$ cat src/design/mieu_pkg.sv
// ============================================================================
// mieu_pkg
// Operation codes, status codes and shared types of the integer execute unit.
// ============================================================================
`timescale 1ns / 1ps
package mieu_pkg;
    localparam int XLEN = 32;
    localparam int OP_W = 6;

    localparam logic [OP_W-1:0] OP_ADD   = 6'd0;
    localparam logic [OP_W-1:0] OP_NOP   = 6'd1;
    localparam logic [OP_W-1:0] OP_ADDU  = 6'd2;
    localparam logic [OP_W-1:0] OP_AND   = 6'd3;
    localparam logic [OP_W-1:0] OP_MFHI  = 6'd4;
    localparam logic [OP_W-1:0] OP_MFLO  = 6'd5;
    localparam logic [OP_W-1:0] OP_OR    = 6'd6;
    localparam logic [OP_W-1:0] OP_SEB   = 6'd7;
    localparam logic [OP_W-1:0] OP_SLTU  = 6'd8;
    localparam logic [OP_W-1:0] OP_SUBU  = 6'd9;
    localparam logic [OP_W-1:0] OP_XOR   = 6'd10;
    localparam logic [OP_W-1:0] OP_BREAK = 6'd11;
    localparam logic [OP_W-1:0] OP_DIV   = 6'd12;
    localparam logic [OP_W-1:0] OP_JALR  = 6'd13;
    localparam logic [OP_W-1:0] OP_JR    = 6'd14;
    localparam logic [OP_W-1:0] OP_MULT  = 6'd15;
    localparam logic [OP_W-1:0] OP_SLL   = 6'd16;
    localparam logic [OP_W-1:0] OP_SRA   = 6'd17;
    localparam logic [OP_W-1:0] OP_SRL   = 6'd18;
    localparam logic [OP_W-1:0] OP_SUB   = 6'd19;
    localparam logic [OP_W-1:0] OP_ADDI  = 6'd20;
    localparam logic [OP_W-1:0] OP_ADDIU = 6'd21;
    localparam logic [OP_W-1:0] OP_ANDI  = 6'd22;
    localparam logic [OP_W-1:0] OP_BEQ   = 6'd23;
    localparam logic [OP_W-1:0] OP_BGTZ  = 6'd24;
    localparam logic [OP_W-1:0] OP_BLEZ  = 6'd25;
    localparam logic [OP_W-1:0] OP_BNE   = 6'd26;
    localparam logic [OP_W-1:0] OP_J     = 6'd27;
    localparam logic [OP_W-1:0] OP_JAL   = 6'd28;
    localparam logic [OP_W-1:0] OP_LUI   = 6'd29;
    localparam logic [OP_W-1:0] OP_ORI   = 6'd30;
    localparam logic [OP_W-1:0] OP_SLTIU = 6'd31;
    localparam logic [OP_W-1:0] OP_BLTZ  = 6'd32;
    localparam logic [OP_W-1:0] OP_BGEZ  = 6'd33;
    localparam logic [OP_W-1:0] OP_SLT   = 6'd34;
    localparam logic [OP_W-1:0] OP_SLTI  = 6'd35;

    localparam logic [1:0] ST_OK    = 2'd0;
    localparam logic [1:0] ST_OVF   = 2'd1;
    localparam logic [1:0] ST_DIV0  = 2'd2;
    localparam logic [1:0] ST_BREAK = 2'd3;

    // Multi-cycle unit command and status.
    typedef struct packed {
        logic        start;
        logic        is_div;
        logic [31:0] a;
        logic [31:0] b;
    } md_cmd_t;

    typedef struct packed {
        logic        done;
        logic [31:0] hi;
        logic [31:0] lo;
    } md_rsp_t;
endpackage

$ cat src/design/mieu_muldiv.sv
// ============================================================================
// mieu_muldiv
// Shared shift/add unit: signed multiply and signed divide, one bit a cycle.
// ============================================================================
`timescale 1ns / 1ps
module mieu_muldiv
(
    input  logic              clk,
    input  logic              rst_n,
    input  mieu_pkg::md_cmd_t cmd,
    output mieu_pkg::md_rsp_t rsp
);
    logic        busy_reg, busy_next;
    logic [5:0]  cnt_reg, cnt_next;
    logic        div_reg, div_next;
    logic        neg_q_reg, neg_q_next;
    logic        neg_r_reg, neg_r_next;
    logic [31:0] acc_reg, acc_next;     // partial product high / remainder
    logic [31:0] sh_reg, sh_next;       // multiplier / dividend-quotient
    logic [31:0] b_reg, b_next;         // magnitude of operand b
    logic        done_reg, done_next;
    logic [32:0] sum;
    logic [32:0] trial;
    logic [31:0] ma, mb;
    logic [63:0] prod;

    always_comb
    begin
        ma = cmd.a[31] ? (32'd0 - cmd.a) : cmd.a;
        mb = cmd.b[31] ? (32'd0 - cmd.b) : cmd.b;
        sum   = {1'b0, acc_reg} + {1'b0, (sh_reg[0] ? b_reg : 32'd0)};
        trial = {acc_reg, sh_reg[31]} - {1'b0, b_reg};
        busy_next = busy_reg;
        cnt_next = cnt_reg;
        div_next = div_reg;
        neg_q_next = neg_q_reg;
        neg_r_next = neg_r_reg;
        acc_next = acc_reg;
        sh_next = sh_reg;
        b_next = b_reg;
        done_next = 1'b0;
        if (cmd.start)
        begin
            busy_next = 1'b1;
            cnt_next = 6'd0;
            div_next = cmd.is_div;
            neg_q_next = cmd.a[31] ^ cmd.b[31];
            neg_r_next = cmd.a[31];
            acc_next = 32'd0;
            sh_next = ma;
            b_next = mb;
        end
        else if (busy_reg)
        begin
            if (div_reg)
            begin
                if (!trial[32])
                begin
                    acc_next = trial[31:0];
                    sh_next = {sh_reg[30:0], 1'b1};
                end
                else
                begin
                    acc_next = {acc_reg[30:0], sh_reg[31]};
                    sh_next = {sh_reg[30:0], 1'b0};
                end
            end
            else
            begin
                acc_next = sum[32:1];
                sh_next = {sum[0], sh_reg[31:1]};
            end
            cnt_next = cnt_reg + 6'd1;
            if (cnt_reg == 6'd31)
            begin
                busy_next = 1'b0;
                done_next = 1'b1;
            end
        end
    end

    always_ff @(posedge clk or negedge rst_n)
    begin
        if (!rst_n)
        begin
            busy_reg <= 1'b0;
            done_reg <= 1'b0;
            cnt_reg <= 6'd0;
        end
        else
        begin
            busy_reg <= busy_next;
            done_reg <= done_next;
            cnt_reg <= cnt_next;
        end
    end

    always_ff @(posedge clk)
    begin
        div_reg <= div_next;
        neg_q_reg <= neg_q_next;
        neg_r_reg <= neg_r_next;
        acc_reg <= acc_next;
        sh_reg <= sh_next;
        b_reg <= b_next;
    end

    always_comb
    begin
        prod = {acc_reg, sh_reg};
        rsp.done = done_reg;
        if (div_reg)
        begin
            rsp.lo = neg_q_reg ? (32'd0 - sh_reg) : sh_reg;
            rsp.hi = neg_r_reg ? (32'd0 - acc_reg) : acc_reg;
        end
        else
        begin
            prod = neg_q_reg ? (64'd0 - prod) : prod;
            rsp.hi = prod[63:32];
            rsp.lo = prod[31:0];
        end
    end
endmodule

$ cat src/design/mieu_alu.sv
// ============================================================================
// mieu_alu
// Combinational ALU, branch and jump resolution.
// ============================================================================
`timescale 1ns / 1ps
module mieu_alu
(
    input  logic [5:0]  op,
    input  logic [31:0] rs,
    input  logic [31:0] rt,
    input  logic [4:0]  sh,
    input  logic [15:0] imm,
    input  logic [15:0] off,
    input  logic [25:0] tgt,
    input  logic [31:0] pc,
    input  logic [31:0] hi,
    input  logic [31:0] lo,
    output logic [31:0] res,
    output logic        wr,
    output logic [31:0] npc,
    output logic        taken,
    output logic [1:0]  st
);
    logic [31:0] seq, link, bt, jt, simm, bsel, s, d;
    logic        cond;

    always_comb
    begin
        seq  = pc + 32'd4;
        link = pc + 32'd8;
        simm = {{16{imm[15]}}, imm};
        bt   = seq + {{14{off[15]}}, off, 2'b00};
        jt   = {seq[31:28], tgt, 2'b00};
        bsel = (op == mieu_pkg::OP_ADDI) ? simm : rt;
        s    = rs + bsel;
        d    = rs - rt;
        res = 32'd0;
        wr = 1'b0;
        npc = seq;
        taken = 1'b0;
        st = mieu_pkg::ST_OK;
        cond = 1'b0;
        case (op)
            mieu_pkg::OP_ADD, mieu_pkg::OP_ADDI:
            begin
                if ((~(rs[31] ^ bsel[31])) & (rs[31] ^ s[31])) st = mieu_pkg::ST_OVF;
                else
                begin
                    res = s;
                    wr = 1'b1;
                end
            end
            mieu_pkg::OP_SUB:
            begin
                if ((rs[31] ^ rt[31]) & (rs[31] ^ d[31])) st = mieu_pkg::ST_OVF;
                else
                begin
                    res = d;
                    wr = 1'b1;
                end
            end
            mieu_pkg::OP_ADDU:  begin res = rs + rt; wr = 1'b1; end
            mieu_pkg::OP_ADDIU: begin res = rs + simm; wr = 1'b1; end
            mieu_pkg::OP_SUBU:  begin res = d; wr = 1'b1; end
            mieu_pkg::OP_AND:   begin res = rs & rt; wr = 1'b1; end
            mieu_pkg::OP_OR:    begin res = rs | rt; wr = 1'b1; end
            mieu_pkg::OP_XOR:   begin res = rs ^ rt; wr = 1'b1; end
            mieu_pkg::OP_ANDI:  begin res = rs & {16'd0, imm}; wr = 1'b1; end
            mieu_pkg::OP_ORI:   begin res = rs | {16'd0, imm}; wr = 1'b1; end
            mieu_pkg::OP_LUI:   begin res = {imm, 16'd0}; wr = 1'b1; end
            mieu_pkg::OP_SEB:   begin res = {{24{rt[7]}}, rt[7:0]}; wr = 1'b1; end
            mieu_pkg::OP_SLT:   begin res = {31'd0, $signed(rs) < $signed(rt)}; wr = 1'b1; end
            mieu_pkg::OP_SLTI:  begin res = {31'd0, $signed(rs) < $signed(simm)}; wr = 1'b1; end
            mieu_pkg::OP_SLTU:  begin res = {31'd0, rs < rt}; wr = 1'b1; end
            mieu_pkg::OP_SLTIU: begin res = {31'd0, rs < simm}; wr = 1'b1; end
            mieu_pkg::OP_SLL:   begin res = rt << sh; wr = 1'b1; end
            mieu_pkg::OP_SRL:   begin res = rt >> sh; wr = 1'b1; end
            mieu_pkg::OP_SRA:   begin res = $unsigned($signed(rt) >>> sh); wr = 1'b1; end
            mieu_pkg::OP_MFHI:  begin res = hi; wr = 1'b1; end
            mieu_pkg::OP_MFLO:  begin res = lo; wr = 1'b1; end
            mieu_pkg::OP_DIV:   if (rt == 32'd0) st = mieu_pkg::ST_DIV0;
            mieu_pkg::OP_BREAK: st = mieu_pkg::ST_BREAK;
            mieu_pkg::OP_JR:    begin npc = rs; taken = 1'b1; end
            mieu_pkg::OP_JALR:  begin res = link; wr = 1'b1; npc = rs; taken = 1'b1; end
            mieu_pkg::OP_J:     begin npc = jt; taken = 1'b1; end
            mieu_pkg::OP_JAL:   begin res = link; wr = 1'b1; npc = jt; taken = 1'b1; end
            mieu_pkg::OP_BEQ:   cond = (rs == rt);
            mieu_pkg::OP_BNE:   cond = (rs != rt);
            mieu_pkg::OP_BGTZ:  cond = !rs[31] && (rs != 32'd0);
            mieu_pkg::OP_BLEZ:  cond = rs[31] || (rs == 32'd0);
            mieu_pkg::OP_BLTZ:  cond = rs[31];
            mieu_pkg::OP_BGEZ:  cond = !rs[31];
            default: ;
        endcase
        if (cond)
        begin
            npc = bt;
            taken = 1'b1;
        end
    end
endmodule

$ cat src/design/mips_integer_execute_unit.sv
// ============================================================================
// mips_integer_execute_unit
// MIPS32 integer execute stage with HI/LO and a shared multiply/divide unit.
// ============================================================================
// Channel  Dir  Handshake               Payload
// s_axis   in   s_axis_tvalid/tready    tdata: req_type..pc_value (168 bits)
// m_axis   out  m_axis_tvalid/tready    tdata: result..status (72 bits)
//
// ALU ops: the result goes straight into the result register on accept.
// MULT / DIV (nonzero divisor): held in S_MD until the 1-bit-per-cycle
//   shift/add loop in mieu_muldiv signals done.
// One item at a time; s_axis_tready is low while busy or while a result waits.
// A held result is kept until m_axis_tready; reset clears HI, LO and control.
// ============================================================================
`timescale 1ns / 1ps
module mips_integer_execute_unit
(
    input  logic         clk,
    input  logic         rst_n,
    input  logic         s_axis_tvalid,
    output logic         s_axis_tready,
    // req_type[5:0], rs_value[37:6], rt_value[69:38], shift_amount[74:70],
    // immediate[90:75], branch_offset[106:91], jump_target[132:107],
    // pc_value[164:133], zero pad
    input  logic [167:0] s_axis_tdata,
    output logic         m_axis_tvalid,
    input  logic         m_axis_tready,
    // result_value[31:0], writes_register[32], next_pc[64:33],
    // branch_taken[65], status[67:66], zero pad
    output logic [71:0]  m_axis_tdata
);
    localparam logic [1:0] S_IDLE = 2'd0;
    localparam logic [1:0] S_MD   = 2'd1;
    localparam logic [1:0] S_OUT  = 2'd2;

    logic [1:0]  state_reg, state_next;
    logic [31:0] hi_reg, lo_reg;
    logic [67:0] out_reg, out_next;
    logic        accept;
    logic [5:0]  op;
    logic [31:0] res, npc;
    logic        wr, taken, is_md;
    logic [1:0]  st;
    mieu_pkg::md_cmd_t cmd;
    mieu_pkg::md_rsp_t rsp;

    assign s_axis_tready = (state_reg == S_IDLE);
    assign m_axis_tvalid = (state_reg == S_OUT);
    assign m_axis_tdata  = {4'd0, out_reg};
    assign accept = s_axis_tvalid && s_axis_tready;
    assign op = s_axis_tdata[5:0];

    mieu_alu u_alu
    (
        .op(op), .rs(s_axis_tdata[37:6]), .rt(s_axis_tdata[69:38]),
        .sh(s_axis_tdata[74:70]), .imm(s_axis_tdata[90:75]),
        .off(s_axis_tdata[106:91]), .tgt(s_axis_tdata[132:107]),
        .pc(s_axis_tdata[164:133]), .hi(hi_reg), .lo(lo_reg),
        .res(res), .wr(wr), .npc(npc), .taken(taken), .st(st)
    );

    // MULT always, DIV only with a nonzero divisor, go to the shared unit.
    assign is_md = (op == mieu_pkg::OP_MULT) ||
                   ((op == mieu_pkg::OP_DIV) && (s_axis_tdata[69:38] != 32'd0));
    assign cmd.start  = accept && is_md;
    assign cmd.is_div = (op == mieu_pkg::OP_DIV);
    assign cmd.a      = s_axis_tdata[37:6];
    assign cmd.b      = s_axis_tdata[69:38];

    mieu_muldiv u_md (.clk(clk), .rst_n(rst_n), .cmd(cmd), .rsp(rsp));

    always_comb
    begin
        state_next = state_reg;
        out_next = out_reg;
        case (state_reg)
            S_IDLE:
                if (accept)
                begin
                    out_next = {st, taken, npc, wr, res};
                    state_next = is_md ? S_MD : S_OUT;
                end
            S_MD:
                if (rsp.done) state_next = S_OUT;
            S_OUT:
                if (m_axis_tready) state_next = S_IDLE;
            default: state_next = S_IDLE;
        endcase
    end

    always_ff @(posedge clk or negedge rst_n)
    begin
        if (!rst_n)
        begin
            state_reg <= S_IDLE;
            hi_reg <= 32'd0;
            lo_reg <= 32'd0;
        end
        else
        begin
            state_reg <= state_next;
            if ((state_reg == S_MD) && rsp.done)
            begin
                hi_reg <= rsp.hi;
                lo_reg <= rsp.lo;
            end
        end
    end

    always_ff @(posedge clk)
    begin
        out_reg <= out_next;
    end
endmodule

$ cat config.mk
export PLATFORM = sky130hd
export DESIGN_NAME = mips_integer_execute_unit
export DESIGN_NICKNAME = d
export VERILOG_FILES = /design/src/design/mieu_pkg.sv /design/src/design/mieu_muldiv.sv /design/src/design/mieu_alu.sv /design/src/design/mips_integer_execute_unit.sv
export SDC_FILE = /design/constraint.sdc
export NUM_CORES = 2
export LEC_CHECK = 0
export BUFFER_PORTS_ARGS = -buffer_cell sky130_fd_sc_hd__buf_4
export CAP_MARGIN = 30
export CELL_PAD_IN_SITES_DETAIL_PLACEMENT = 1
export CELL_PAD_IN_SITES_GLOBAL_PLACEMENT = 2
export CORE_ASPECT_RATIO = 0.5
export CORE_MARGIN = 3
export CORE_UTILIZATION = 34
export DETAILED_ROUTE_END_ITERATION = 7
export GPL_TIMING_DRIVEN = 0
export PLACE_DENSITY = 0.88
export SYNTH_ARGS = -nofsm -noshare
export SYNTH_HDL_FRONTEND = slang
export SYNTH_SLANG_ARGS = --single-unit
$ cat constraint.sdc
create_clock -name clk -period 4.2 [get_ports clk]
set_clock_uncertainty 0.15 [all_clocks]
set_input_delay 0.42 -clock clk [delete_from_list [all_inputs] [get_ports clk]]
set_output_delay 0.42 -clock clk [all_outputs]
set_load 0.02 [all_outputs]
# == Yosys cells after proc, flatten, opt, wreduce, memory -nomap -nowiden ==
# Cells that the tools add are included.
# word_totals
out_inout_bits,74
input_bits,172
word_cells,155
regBits,241
# op_classes
addsub,15
shift,3
muxes,41
magnitude_cmp,4
bitwise,12
eq_ne,42
reduce_logical,23
# ops
cell,count
$pmux 32 s22,1
$mux 32,13
$add 32x32->32,4
$mux 64,2
$sub 1x32->32 const A,4
$eq 6x5->1 const B,17
$lt 32x32->1,3
$logic_not 32->1,2
$pmux 32 s2,1
$reduce_bool 32->1,2
$sub 1x64->64 const A,1
$eq 6x4->1 const B,8
$add 32x32->33,1
$sub 33x32->33,1
$add 32x3->32 const B,1
$add 32x4->32 const B,1
$and 32x16->32,1
$and 32x32->32,1
$eq 32x32->1,1
$lt 32x16->1,1
$ne 32x32->1,1
$or 32x16->32,1
$or 32x32->32,1
$shl 32x5->32,1
other kinds (33),70

# == Depth between registers and ports, before layout ==
# logic_depth
ltp_word,7
ltp_mapped,19
ltp_nobuf,17

# == Modules after synthesis ==
# A second synthesis with hierarchy kept.
# unflattened
hier_cells,4025
area_unflattened_um2,32403.6
# by_module_without_submodules
mod,instances,seq_area_each_um2,area_each_um2,cells_each
mieu_alu,1,0.0,16489.6,2402
mieu_muldiv,1,2852.7,11024.3,1387
mips_integer_execute_unit,1,3693.5,4889.7,236

# == Worst setup path after synthesis ==
# No wires, ideal clock.
# synth_timing
path_kind,input port to flip-flop
start,in s_axis_tdata[0]
end,reg out_reg[27] (data pin)
n_path_buf,4
path_slack_ns,-0.553
path_stages,19
setup_time_ns,0.269
t_arrival_ns,4.334
required_ns,3.781
cell_sequence,clkbuf_1 > nor2_1 > nand3_1 > clkbuf_1 > clkbuf_1 > nand2_1 > o21ai_0 > ha_1 > a21oi_1 > nand2_1 > a211oi_1 > a21oi_1 > o21ai_0 > o31ai_1 > a2111oi_0 > a211oi_1 > clkbuf_1 > a221oi_1 > o21ai_0
# synth_between
elab_chain_cells,7
word_cells_on_any_way,34
classes_between,1 x add/sub; 23 x eq/ne; 3 x mux; 4 x bitwise; 3 x reduce/logical
# synth_lines
element,line,text
from (decl),mips_integer_execute_unit.sv:25,"input logic [167:0] s_axis_tdata,"
$eq 6x5->1,"mieu_alu.sv:34, mieu_alu.sv:43",
$mux 32,mieu_alu.sv:34,bsel = (op == mieu_pkg::OP_ADDI) ? simm : rt;
$add 32x32->32 or $xor 1x1->1 (tied branches),"mieu_alu.sv:35, mieu_alu.sv:46",
$xor 1x1->1 or $not 1->1 (tied branches),mieu_alu.sv:46,if ((~(rs[31] ^ bsel[31])) & (rs[31] ^ s[31])) st = mieu_pkg::ST_OVF;
$and 1x1->1,mieu_alu.sv:46,
$mux 32,mieu_alu.sv:46,
$pmux 32 s22 (*),mieu_alu.sv:43,case (op)
via res[27],mips_integer_execute_unit.sv:41,"logic [31:0] res, npc;"
to (signal assigned),mips_integer_execute_unit.sv:112,out_reg <= out_next;
to (decl),mips_integer_execute_unit.sv:38,"logic [67:0] out_reg, out_next;"
# The timed path passes the listed nets; every way through them passes the cells marked *.
# A chain may end at the register's enable or synchronous reset.

# == Worst setup path in the final report ==
# layout_timing
start,in s_axis_tdata[5]
end,reg out_reg[16] (data pin)
# Same word-level chain as after synthesis.

==> impl_summary.txt <==
----------------------------------------------------
[Status]
  Status ... finished with violations
  Violations in the final reports ... setup timing

[Critical path]
  Reg-to-reg startpoint ... u_md.sh_reg[31]
  Critical-path cell with the highest stage delay ... sky130_fd_sc_hd__clkbuf_1
  Worst Reg-to-Reg Cells ... 12
  Critical Setup Path Class ... primary input to flip-flop
  Launching element of the worst setup path ... s_axis_tdata[5]
  Arrival time of data at the critical path endpoint ... 4.50 ns
  End point of the critical path ... out_reg[16]
  Crit. End Element ... flip-flop
  Critical path depth in cells ... 11
  Startpoint kind of the worst setup timing path ... primary input
  Capture point of the worst reg-to-reg path ... u_md.acc_reg[30]
  Count of buffer and inverter cells on the critical path ... 4
  Req. time, crit path ... 4.40 ns
  CP top delay family ... buffers and inverters
  Biggest fanout along the worst timing path ... 10
  Register-to-register setup slack ... 0.11 ns
  Highest cell delay on the worst timing path ... 0.63 ns
  Cells along the critical path ... buf_2 -> clkbuf_1 -> nor3_1 -> nand2_1 -> clkbuf_2 -> clkbuf_1 -> o21ai_0 -> a221oi_1 -> nand4_1 -> a221oi_1 -> nand3_1

[Synth]
  Most used flip-flop cell after synthesis ... sky130_fd_sc_hd__edfxtp_1
  Number of synthesized register bits ... 241
  Summed instance area of the synthesized netlist ... 32100 um2
  Synthesis Warnings ... 0
  Netlist cell types ... 89
  Largest area contributor in the synthesized netlist ... sky130_fd_sc_hd__edfxtp_1
  Post-synthesis instance total ... 4133
  Post-Synthesis Mean Instance Area ... 7.76 um2
  Number of synthesized flops with an enable pin ... 135
  Fraction of post-synthesis cell area in the top cell type by area ... 12.6%
  Seq/Total Area, Yosys ... 20.4%
  Share of flip-flops with an asynchronous set or reset ... 30.7%
  Area contributors post-synth ... sky130_fd_sc_hd__edfxtp_1 (13%), sky130_fd_sc_hd__ha_1 (13%), sky130_fd_sc_hd__o21ai_0 (6.1%)

[Die]
  Area of the core ... 92000 um2
  Area enclosed by the die boundary ... 98300 um2
  Initial Utilization ... 34.8%
  # rows ... 78
  X dimension of the die ... 440 um
  Height of the die ... 223 um
  IO Pins ... 246

[Finish]
  Flip-flop count of the largest register after layout ... 68
  Share of cells above drive strength 1 ... 15.7%
  Layout-stage area growth over the synthesis result ... 20.2%
  Leading cell types in the layout, fill and taps excluded ... sky130_fd_sc_hd__nand2_1 (423), sky130_fd_sc_hd__o21ai_0 (368), sky130_fd_sc_hd__nor2_1 (340), sky130_fd_sc_hd__a21oi_1 (317), sky130_fd_sc_hd__buf_4 (313)
  Nets ... 4990
  FILL cells ... 11100
  Non-filler instance count after layout ... 5762
  Commonest non-fill, non-tap cell in the layout ... sky130_fd_sc_hd__nand2_1
  Final design utilization ... 41.9%

[Detailed routing]
  Aggregate routed wire length ... 208 mm
  Total vias in the final route ... 37500
  First DRT Iteration DRCs ... 4461
  Average wire length per cell after detail routing ... 36.2 um
  Via-to-Cell Ratio ... 6.51
  Iteration count of the initial detailed-routing pass ... 8
  DRC violation count after routing ... 0
  Post-DRT Antenna Nets ... 0

[STA]
  Max-slew violation count ... 0
  Slew Limit Headroom ... 23.5%
  F_max ... 233 MHz
  Final worst slack ... -0.0998 ns
  Total negative setup slack ... -0.679 ns
  Portion of the clock cycle consumed by the worst path in the final layout ... 102%
  Hold Fails Final Rpt ... 0
  Final worst path period need ... 4.30 ns
  RSZ-0062 raised after global routing ... true
  Number of setup violations in the final report ... 23
  Pin slew with the least headroom to its limit ... 1.14 ns

[Global routing]
  Wire length of the first global-routing pass ... 286 mm
  Antenna violations before repair ... 20
  Global-route congestion overflow total ... 0
  GRT Resource Usage Total ... 40.7%
  Vias in the first global route ... 36700
  Pin count of the biggest net entering global routing ... 75

[Place]
  Placed insts ... 5638
  DP HPWL ... 170 mm
  Number of buffers added on ports ... 228
  Final weighted congestion of routability-driven global placement ... 1.07
  Placement-stage worst setup slack ... -3.54 ns

[CTS]
  Clock-pin transition on the worst setup and hold timing paths ... 0.07 ns
  Root buffer selected by CTS ... sky130_fd_sc_hd__clkbuf_16
  H-tree lvl count ... 1
  Number of buffers created by CTS ... 28
  Number of buffers on the longest clock path ... 3
  Latest clock arrival within the worst-skew pair ... 0.69 ns
  Clock tree from TritonCTS ... done
  Number of clock sinks seen by CTS ... 241

[Power and ir drop]
  Combinational group share of total power ... 58.2%
  Design Power ... 15.7 mW
  Power Internal ... 8.05 mW
  Clock Power Share ... 16.8%
  Total power per unit cell area ... 408 nW/um2
  Part of the power in registers ... 25.0%
  Peak supply drop ... 0.000373 V
  Switching portion of total power ... 48.9%
  Switch Pwr ... 7.69 mW
  Static Leak ... 15.9 nW

[Worst hold path]
  HP Class ... primary input to flip-flop

[Job]
  Max cap viols ... 0

----------------------------------------------------
[power by group through the flow]
stage	clock network (mW)	registers [mW]	logic (mW)
after global placement	0	3.91	8.09
after detailed placement	0	3.94	8.36
after CTS	2.69	3.89	8.70
final	2.65	3.93	9.17
after global routing	2.76	3.97	9.76
after floorplan	0	3.70	5.57
[synth_stat cells (33+ instances only)]
cell type and number:
sky130_fd_sc_hd__mux4_2 36, sky130_fd_sc_hd__a22oi_1 33, sky130_fd_sc_hd__edfxtp_1 135, sky130_fd_sc_hd__inv_1 203, sky130_fd_sc_hd__nor2_1 345, sky130_fd_sc_hd__xnor2_1 221
sky130_fd_sc_hd__nand3_1 78, sky130_fd_sc_hd__dfrtp_1 74, sky130_fd_sc_hd__nand2b_1 42, sky130_fd_sc_hd__a21oi_1 334, sky130_fd_sc_hd__nor2b_1 34, sky130_fd_sc_hd__o31ai_1 36
sky130_fd_sc_hd__nand4_1 51, sky130_fd_sc_hd__a221oi_1 52, sky130_fd_sc_hd__clkbuf_1 223, sky130_fd_sc_hd__ha_1 324, sky130_fd_sc_hd__xor2_1 121, sky130_fd_sc_hd__a211oi_1 61
sky130_fd_sc_hd__mux2i_1 116, sky130_fd_sc_hd__o21ai_0 390, sky130_fd_sc_hd__a21o_1 114, sky130_fd_sc_hd__nor3_1 77, sky130_fd_sc_hd__nand2_1 429
[timing repair]
item                                    CTS  global route
buffers inserted                         33            38
cloned                                    1             0
hold buffers                              6             1
endpoints found under the setup margin  189           123
pin swaps                                25            36
hold endpoints to repair                 79             2
resized for setup                       188           134
[per-stage QoR]
stage / area (um2) / hold slack [ns]
finish: 38600 / 0.0557
global route: 38500 / 0.0271
CTS: 37800 / 0.0212
detailed placement: 35800 / 0.360
global placement: 35400 / 0.336
floorplan: 32200 / -0.0256
[how the worst min path moves through the flow]
stage	start	slack, ns	cells past startpoint	end
finish	s_axis_tdata[37]	0.06	1	u_md.neg_r_reg
global route	s_axis_tdata[37]	0.03	1	u_md.neg_r_reg
CTS	s_axis_tdata[37]	0.02	1	u_md.neg_r_reg
detailed placement	u_md.done_reg	0.36	1	state_reg[0]
global placement	u_md.done_reg	0.34	1	state_reg[0]
floorplan	rst_n	-0.03	0	hi_reg[0]
[cell type report]
class	instances	area, um2	area share (%)
multi-input cells	3434	24700	64.2
flip-flops and latches	241	6550	17.0
repair buffers	342	2750	7.14
well taps	1240	1550	4.02
plain buffers	236	1160	3.02
inverters	204	830	2.15
clock buffers	35	768	1.99
clock inverters	17	170	0.441
diodes	12	30.0	0.0779
repair inverters	1	5.00	0.0130
[cells by family after synthesis]
group                      Yosys count  synth area share, %
AOI/OAI and AO/OA                 1352                 27.0
xor gates and xnor gates           342                 9.34
adders and majority gates          330                 13.0
buffers and inverters              461                 5.46
DFF                                241                 20.4
muxes                              183                 7.24
other                                1               0.0117
and+or+nand+nor                   1223                 17.6
[routing by layer]
| layer | track usage [%] | part of all wire [%] | up-vias |
|---|---|---|---|
| met5 | 1.52 | 0.22 | - |
| met4 | 12.6 | 3.6 | 20 |
| met3 | 16.0 | 13 | 360 |
| met2 | 58.8 | 41 | 2063 |
| met1 | 55.2 | 43 | 19100 |
| li1 | - | - | 15900 |
No activity file was read; power rests on OpenSTA's default activity.
